==> src/brf_pkg.sv <==
// types and constants shared by the byte ring fifo
package brf_pkg;

    localparam int DEPTH  = 256;
    localparam int ADDR_W = $clog2(DEPTH);
    localparam int CNT_W  = ADDR_W + 1;

    typedef enum logic [2:0] {
        KIND_PUSH  = 3'd0,
        KIND_POP   = 3'd1,
        KIND_PEEK  = 3'd2,
        KIND_SKIP  = 3'd3,
        KIND_CLEAR = 3'd4
    } t_kind;

    typedef struct packed {
        logic [2:0]       kind;
        logic [7:0]       data_in;
        logic [CNT_W-1:0] amount;
    } t_req;

    typedef struct packed {
        logic             status;
        logic [7:0]       data_out;
        logic [CNT_W-1:0] fill_level;
        logic             is_empty;
        logic             is_full;
    } t_result;

endpackage

==> src/byte_ring_fifo_peek_skip.sv <==
// byte ring fifo with push, pop, peek, skip and clear requests
// result: the result strobe o_done comes in the cycle after a request is taken
// throughput: one request per cycle; busy stays low, the store has one write
//   port and one registered read port and no request reads the entry written
//   by the request before it in a way that can overlap
// reset: synchronous, pointers and fill count clear; store contents are undefined
module byte_ring_fifo_peek_skip (
    input  logic             i_clk,
    input  logic             i_rst_n,
    input  logic             start,
    output logic             busy,
    input  brf_pkg::t_req    i_req,
    output logic             o_done,
    output brf_pkg::t_result o_result
);
    import brf_pkg::*;

    logic [7:0]        mem [DEPTH];
    logic [7:0]        r_rd_data;

    logic [ADDR_W-1:0] r_wp, n_wp;
    logic [ADDR_W-1:0] r_rp, n_rp;
    logic [CNT_W-1:0]  r_count, n_count;
    logic              r_done;
    logic              r_status, n_status;
    logic              r_use_rd, n_use_rd;

    logic              accept;
    logic              wr_en;
    logic              rd_en;
    logic [ADDR_W-1:0] rd_addr;
    logic [ADDR_W-1:0] peek_addr;

    assign busy      = 1'b0;
    assign accept    = start && !busy;
    assign peek_addr = ADDR_W'(r_rp + i_req.amount[ADDR_W-1:0]);

    always_comb begin
        n_wp     = r_wp;
        n_rp     = r_rp;
        n_count  = r_count;
        n_status = 1'b0;
        n_use_rd = 1'b0;
        wr_en    = 1'b0;
        rd_en    = 1'b0;
        rd_addr  = r_rp;
        unique case (t_kind'(i_req.kind))
            KIND_PUSH: begin
                if (r_count == CNT_W'(DEPTH)) begin
                    n_status = 1'b1;
                end else begin
                    wr_en   = 1'b1;
                    n_wp    = ADDR_W'(r_wp + 1'b1);
                    n_count = CNT_W'(r_count + 1'b1);
                end
            end
            KIND_POP: begin
                if (r_count == '0) begin
                    n_status = 1'b1;
                end else begin
                    rd_en    = 1'b1;
                    n_use_rd = 1'b1;
                    n_rp     = ADDR_W'(r_rp + 1'b1);
                    n_count  = CNT_W'(r_count - 1'b1);
                end
            end
            KIND_PEEK: begin
                if (i_req.amount >= r_count) begin
                    n_status = 1'b1;
                end else begin
                    rd_en    = 1'b1;
                    n_use_rd = 1'b1;
                    rd_addr  = peek_addr;
                end
            end
            KIND_SKIP: begin
                if (i_req.amount > r_count) begin
                    n_status = 1'b1;
                end else begin
                    n_rp    = peek_addr;
                    n_count = CNT_W'(r_count - i_req.amount);
                end
            end
            KIND_CLEAR: begin
                n_wp    = '0;
                n_rp    = '0;
                n_count = '0;
            end
            default: begin
                n_status = 1'b1;
            end
        endcase
    end

    always_ff @(posedge i_clk) begin
        if (accept && wr_en) begin
            mem[r_wp] <= i_req.data_in;
        end
        if (accept && rd_en) begin
            r_rd_data <= mem[rd_addr];
        end
    end

    always_ff @(posedge i_clk) begin
        if (!i_rst_n) begin
            r_wp     <= '0;
            r_rp     <= '0;
            r_count  <= '0;
            r_done   <= 1'b0;
            r_status <= 1'b0;
            r_use_rd <= 1'b0;
        end else begin
            r_done <= accept;
            if (accept) begin
                r_wp     <= n_wp;
                r_rp     <= n_rp;
                r_count  <= n_count;
                r_status <= n_status;
                r_use_rd <= n_use_rd;
            end
        end
    end

    always_comb begin
        o_done              = r_done;
        o_result.status     = r_status;
        o_result.data_out   = r_use_rd ? r_rd_data : 8'd0;
        o_result.fill_level = r_count;
        o_result.is_empty   = (r_count == '0);
        o_result.is_full    = (r_count == CNT_W'(DEPTH));
    end

`ifndef SYNTHESIS
    a_fill_bound: assert property (@(posedge i_clk) disable iff (!i_rst_n)
        r_count <= CNT_W'(DEPTH))
        else $error("fill count above depth");

    a_done_follows: assert property (@(posedge i_clk) disable iff (!i_rst_n)
        accept |=> o_done)
        else $error("no result after request");

    a_clear_empties: assert property (@(posedge i_clk) disable iff (!i_rst_n)
        accept && i_req.kind == KIND_CLEAR |=> o_result.is_empty && !o_result.status)
        else $error("clear did not empty the fifo");

    a_reject_keeps: assert property (@(posedge i_clk) disable iff (!i_rst_n)
        accept && n_status |=> r_count == $past(r_count) && r_rp == $past(r_rp)
            && r_wp == $past(r_wp))
        else $error("rejected request changed state");

    a_reject_zero: assert property (@(posedge i_clk) disable iff (!i_rst_n)
        o_done && o_result.status |-> o_result.data_out == 8'd0)
        else $error("rejected request returned data");
`endif

endmodule

==> config.mk <==
export PLATFORM = sky130hd
export DESIGN_NAME = byte_ring_fifo_peek_skip
export DESIGN_NICKNAME = d
export VERILOG_FILES = /design/src/brf_pkg.sv /design/src/byte_ring_fifo_peek_skip.sv
export SDC_FILE = /design/constraint.sdc
export NUM_CORES = 2
export LEC_CHECK = 0
export ABC_CLOCK_PERIOD_IN_PS = 4500
export BUFFER_PORTS_ARGS = -buffer_cell sky130_fd_sc_hd__buf_2
export CORE_ASPECT_RATIO = 1.5
export CORE_UTILIZATION = 45
export DETAILED_ROUTE_END_ITERATION = 10
export GPL_ROUTABILITY_DRIVEN = 1
export HOLD_SLACK_MARGIN = 0.03
export PLACE_DENSITY_LB_ADDON = 0.05
export SYNTH_ARGS = -nofsm -noshare
export SYNTH_HDL_FRONTEND = slang
export SYNTH_SLANG_ARGS = --single-unit
==> constraint.sdc <==
create_clock -name i_clk -period 4.5 [get_ports i_clk]
set_input_delay 1.125 -clock i_clk [delete_from_list [all_inputs] [get_ports i_clk]]
set_output_delay 1.125 -clock i_clk [all_outputs]
set_load 0.03 [all_outputs]
=== Yosys cells after proc, flatten, opt, wreduce, memory -nomap -nowiden ===
Memory sizes are Yosys's and may differ from the RTL's. A register that Yosys moved wholly into a read port is not among the register bits.
Cells that the tools add are included.

* Word-level logic and storage cells: 57
* Output and inout bits: 22
* Flip-flop bits (word level): 28
* Bits in writable memories: 2048
* Memories: 1
* Input port bits: 23

* Equality and inequality tests: 8
* Reduce and logical (&&, ||, !) cells: 10
* Mux-type cells: 24
* Add/sub/neg operators: 6
* Magnitude comparators: 2

{| class="wikitable"
|+ Memory list
! name !! depth !! bits a word !! read ports !! clocked after Yosys merged registers in !! wr ports !! line !! RTL
|-
| mem || 256 || 8 || 1 || 1 || 1 || byte_ring_fifo_peek_skip.sv:18 || <nowiki>logic [7:0] mem [DEPTH];</nowiki>
|}

{| class="wikitable"
|+ Operators with widths
! cell !! number
|-
| $mux 8 || 6
|-
| $pmux 9 s4 || 1
|-
| $mux 9 || 3
|-
| $pmux 8 s3 || 1
|-
| $add 8x1->8 const B || 2
|-
| $pmux 8 s2 || 1
|-
| $mux 1 || 10
|-
| $add 9x1->9 const B || 1
|-
| $eq 9x9->1 const B || 1
|-
| $ge 9x9->1 || 1
|-
| $gt 9x9->1 || 1
|-
| $logic_not 9->1 || 1
|-
| $sub 9x1->9 const B || 1
|-
| $sub 9x9->9 || 1
|-
| $add 8x8->8 || 1
|-
| $eq 3x2->1 const B || 2
|-
| $ne 2x2->1 const B || 3
|-
| $pmux 1 s5 || 1
|-
| $reduce_and 5->1 || 1
|-
| $reduce_and 4->1 || 1
|-
| $reduce_bool 4->1 || 1
|-
| $eq 3x1->1 const B || 1
|-
| $eq 3x3->1 const B || 1
|-
| $logic_not 3->1 || 1
|-
| 5 further kinds || 6
|}

=== Logic depth before layout (Yosys ltp) ===
* Depth in word-level cells: 6
* Mapped depth: 20
* Depth with buffers taken out: 14

=== Least setup slack after synthesis ===
OpenSTA, ideal clock, no wires.

* Kind: input port to flip-flop
* From: in i_req[0] (netlist name)
* To: reg r_rd_data[6], read port of mem (data pin)
* Stages on the path: 12
* Data required time: 4228 ps
* Path buffers: 0
* Library setup time: 272 ps
* Setup slack: 60 ps
* Data arrival time: 4168 ps
* Path through: ha_1 fa_1 a21o_1 a311o_1 a21oi_1 xnor2_1 nand2_1 o21ai_0 a22oi_1 a41oi_1 or4_1 or4_1

* Cells in the longest elaborated chain, start to end: 4
* Elaborated cells on any way between the ends: 7
* Classes of those cells: add/sub (1); order compare (1); mux (4); reduce/logical (1)

{| class="wikitable"
|+ RTL lines
! element !! line !! RTL
|-
| start: declaration || byte_ring_fifo_peek_skip.sv:12 || <nowiki>input brf_pkg::t_req i_req,</nowiki>
|-
| $ge 9x9->1 || byte_ring_fifo_peek_skip.sv:68 || <nowiki>if (i_req.amount >= r_count) begin</nowiki>
|-
| $mux 1 || byte_ring_fifo_peek_skip.sv:68 ||
|-
| $pmux 1 s2 || byte_ring_fifo_peek_skip.sv:47 || <nowiki>unique case (t_kind'(i_req.kind))</nowiki>
|-
| $logic_and 1x1->1 || byte_ring_fifo_peek_skip.sv:99 || <nowiki>if (accept && rd_en) begin</nowiki>
|-
| end: declaration || byte_ring_fifo_peek_skip.sv:19 || <nowiki>logic [7:0] r_rd_data;</nowiki>
|}

Parallel ways exist; a longest one is shown, timed or not.
A chain may end at the register's enable or synchronous reset.

=== Worst setup path in the final report ===
* From: in i_req[1] (netlist name)
* To: reg r_rd_data[0], read port of mem (data pin)

The elaborated chain is that of the path after synthesis.

==> qor.csv <==
metric;value;unit
grt_pass1_vias;57910;
ys_types;89;
wl_per_cell;30.49;um
slew-limit-headroom;15.43;%
required;5.12;ns
critPathKind;input port to flop;
multi_input_area;21330;sq um
grt_pass1_wl;428900;um
synth_area;85150;sq um
synth_ff_type;edfxtp_1;
cp-end-kind;flop;
combPwrFrac;13.1;%
finalCritPeriodShare;99.49;%
rows;195;
met1_usage;40.37;%
placed_area;96310;sq um
yosys-top-cells-count;edfxtp_1, nand2_1, nand3_1;
worstPathArrival;5.10;ns
dpl.hpwl;205000;um
seqPwrFrac;47.9;%
dp_slack;-1.589;ns
dr.pass1.iters;6;
cp-start-kind;input port;
nFillCells;15580;
fin_ws;0.02292;ns
pin_count;45;
hold_path_class;flop to flop;
clkPwrFrac;39.0;%
initial_core_util;45.27;%
viasPerCell;5.916;
synth_cells;6418;
die_y;534.8;um
leakagePower;37.35;nW
core;188100;sq um
synth_edf_count;2056;
clk_pin_slew;0.06;ns
cts-htree-levels;4;
p_sw;11.14;mW
intPower;33.42;mW
synth_top_area_share;72.50;%
clkLatencyLatePin;0.88;ns
cts_buffer_depth;4;
synth_area_leaders;edfxtp_1, nand2_1, nand3_1;
final_layout_size_suffix_gt1_share;21.92;%
cts_inserted_buffers;205;
stdcell_area;104300;sq um
drt_iter0_markers;6299;
nNetsFinal;7457;
cts_sinks;2084;
grt_max_degree;113;
async_reset_ff_share;0;%
holdPathStages;2;
fin_crit;4.477;ns
synth_area_per_cell;13.27;sq um
fin_skew;0.06274;ns
synthesis.nets;6472;
busiest_layer;met2;
vias;59260;
switching_share;25.01;%
grt_setup_unrepaired;true;
synth_most_common_cell;edfxtp_1;
setup_tns;0;ns
finalSetupViolCount;0;
clock.fmax;223.4;MHz
synth_area_leader_cell;edfxtp_1;
die_w;357.2;um
antenna_found_initial;8;
power.density;427.2;nW/um^2
met3_usage;3.874;%
status;finished clean;
p_total;44.56;mW
regArea;62300;sq um
reg2regPathDepth;18;
use_met2;53.44;%
critPathMaxFanout;9;
grtUsageTotal;31.51;%
synth-seq-cells;2084;
maxCapViolCount;0;
cts_tree;built;
tightest_slew;1.264;ns
grt.overflow.total;0;
port_buffers;43;
drv_slew;0;
synth_warnings;0;
drc;0;
fin_util;55.45;%
ant_nets;0;
ys_seq_area_share;73.16;%
finalHoldViolCount;0;
totalWireLength;305400;um
die-area;191000;sq um
clock_tree.root_cell;clkbuf_16;
gp_congestion;0.9043;
max-vdd-ir-drop;0.0003276;V
syn2layout_area_growth;22.49;%
-- metrics by stage --
stage	instances	hold slack, ns
3_5_place_dp	9620	0.4873
6_report	10020	0.5081
5_1_grt	10020	0.5443
4_1_cts	9992	0.5076
2_1_floorplan	6418	0.4640
3_3_place_gp	9620	0.4955
-- repair_timing --
| item | 4_1_cts | 5_1_grt |
|---|---|---|
| resized for setup | 48 | 147 |
| gates cloned | 1 | 8 |
| setup buffers | 13 | 20 |
| hold buffers | 0 | 0 |
| pin swaps | 9 | 50 |
| endpoints found under the setup margin | 8 | 8 |
-- final timing paths --
path / start / to / slack (ns)
min reg2reg: r_status$_SDFFE_PN0P_ / r_status$_SDFFE_PN0P_ / 0.51
max reg2reg: r_count[5]$_SDFFE_PN0P_ / r_rd_data[0]$_DFFE_PP_ / 0.13
max: i_req[1] / r_rd_data[0]$_DFFE_PP_ / 0.02
min: r_status$_SDFFE_PN0P_ / r_status$_SDFFE_PN0P_ / 0.51
-- kinds of logic after synthesis --
family                     Yosys count  synth area share (%)
adders and majority gates           31                0.4819
AOI/OAI and AO/OA                  926                 7.732
and+or+nand+nor                   2725                 13.66
DFF                               2084                 73.16
other                                1              0.004404
xor gates and xnor gates            30                0.3174
buffers and inverters              465                 2.771
muxes                              156                 1.869
-- sequential cells by signal, summed over array words and instances (netlist names) --
| register | flops |
|---|---|
| mem | 2048 |
| o_done | 1 |
| r_count | 9 |
| r_rd_data | 8 |
| r_rp | 8 |
| r_status | 1 |
| r_use_rd | 1 |
| r_wp | 8 |
-- area by class of cell --
cell class / count / share of cell area (%)
flip-flops and latches: 2084 / 59.73
multi-input cells: 3869 / 20.45
repair buffers: 1218 / 10.49
clock buffers: 246 / 5.127
well taps: 2462 / 2.953
clock inverters: 112 / 1.155
inverters: 25 / 0.08997
diodes: 2 / 0.004798
-- worst max-delay path, stage by stage --
cell and delay (ns):
buf_2 0.10, inv_1 0.06, ha_1 0.30, nor2b_4 0.15, o2111a_2 0.25, o21ai_4 0.08
buf_4 0.15, a31oi_4 0.19, buf_12 0.17, nand2_8 0.11, buf_16 0.18, buf_12 0.15
buf_4 0.16, a211oi_1 0.23, a31oi_1 0.09, o2111ai_2 0.49, nand4_1 0.20, a22oi_1 0.20
buf_4 0.13, nand4b_1 0.08, or4b_1 0.46
-- power groups by stage --
stage	logic (mW)	registers [mW]	clock network (mW)
5_1_grt	6.14	21.3	18.2
2_1_floorplan	2.45	21.8	0
3_5_place_dp	5.50	21.8	0
6_report	5.86	21.3	17.4
3_3_place_gp	5.48	21.8	0
4_1_cts	5.60	21.3	17.5
-- metal layers --
layer / wire length (um) / vias to the layer above
met5: 11 / -
met4: 15490 / 2
met3: 20300 / 592
met2: 151700 / 2388
met1: 117900 / 30280
li1: - / 26000
-- cells in the final DEF (no fill, tap or decap), types with 38 or more instances in the layout --
cell / synthesis / layout
a31oi_1: 124 / 118
a32oi_1: 54 / 53
edfxtp_1: 2056 / 2056
a21oi_1: 157 / 142
a311oi_1: 146 / 136
clkbuf_16: 0 / 216
nand2_1: 1633 / 1619
and3_1: 204 / 204
nand3_1: 431 / 427
clkinv_2: 0 / 38
buf_12: 0 / 113
o21ai_0: 83 / 64
clkinv_1: 1 / 39
nor2_1: 320 / 315
a211oi_1: 122 / 107
o22ai_1: 44 / 39
mux2i_1: 150 / 143
buf_4: 64 / 1016
clkbuf_1: 110 / 38
No activity file was read; power rests on OpenSTA's default activity.
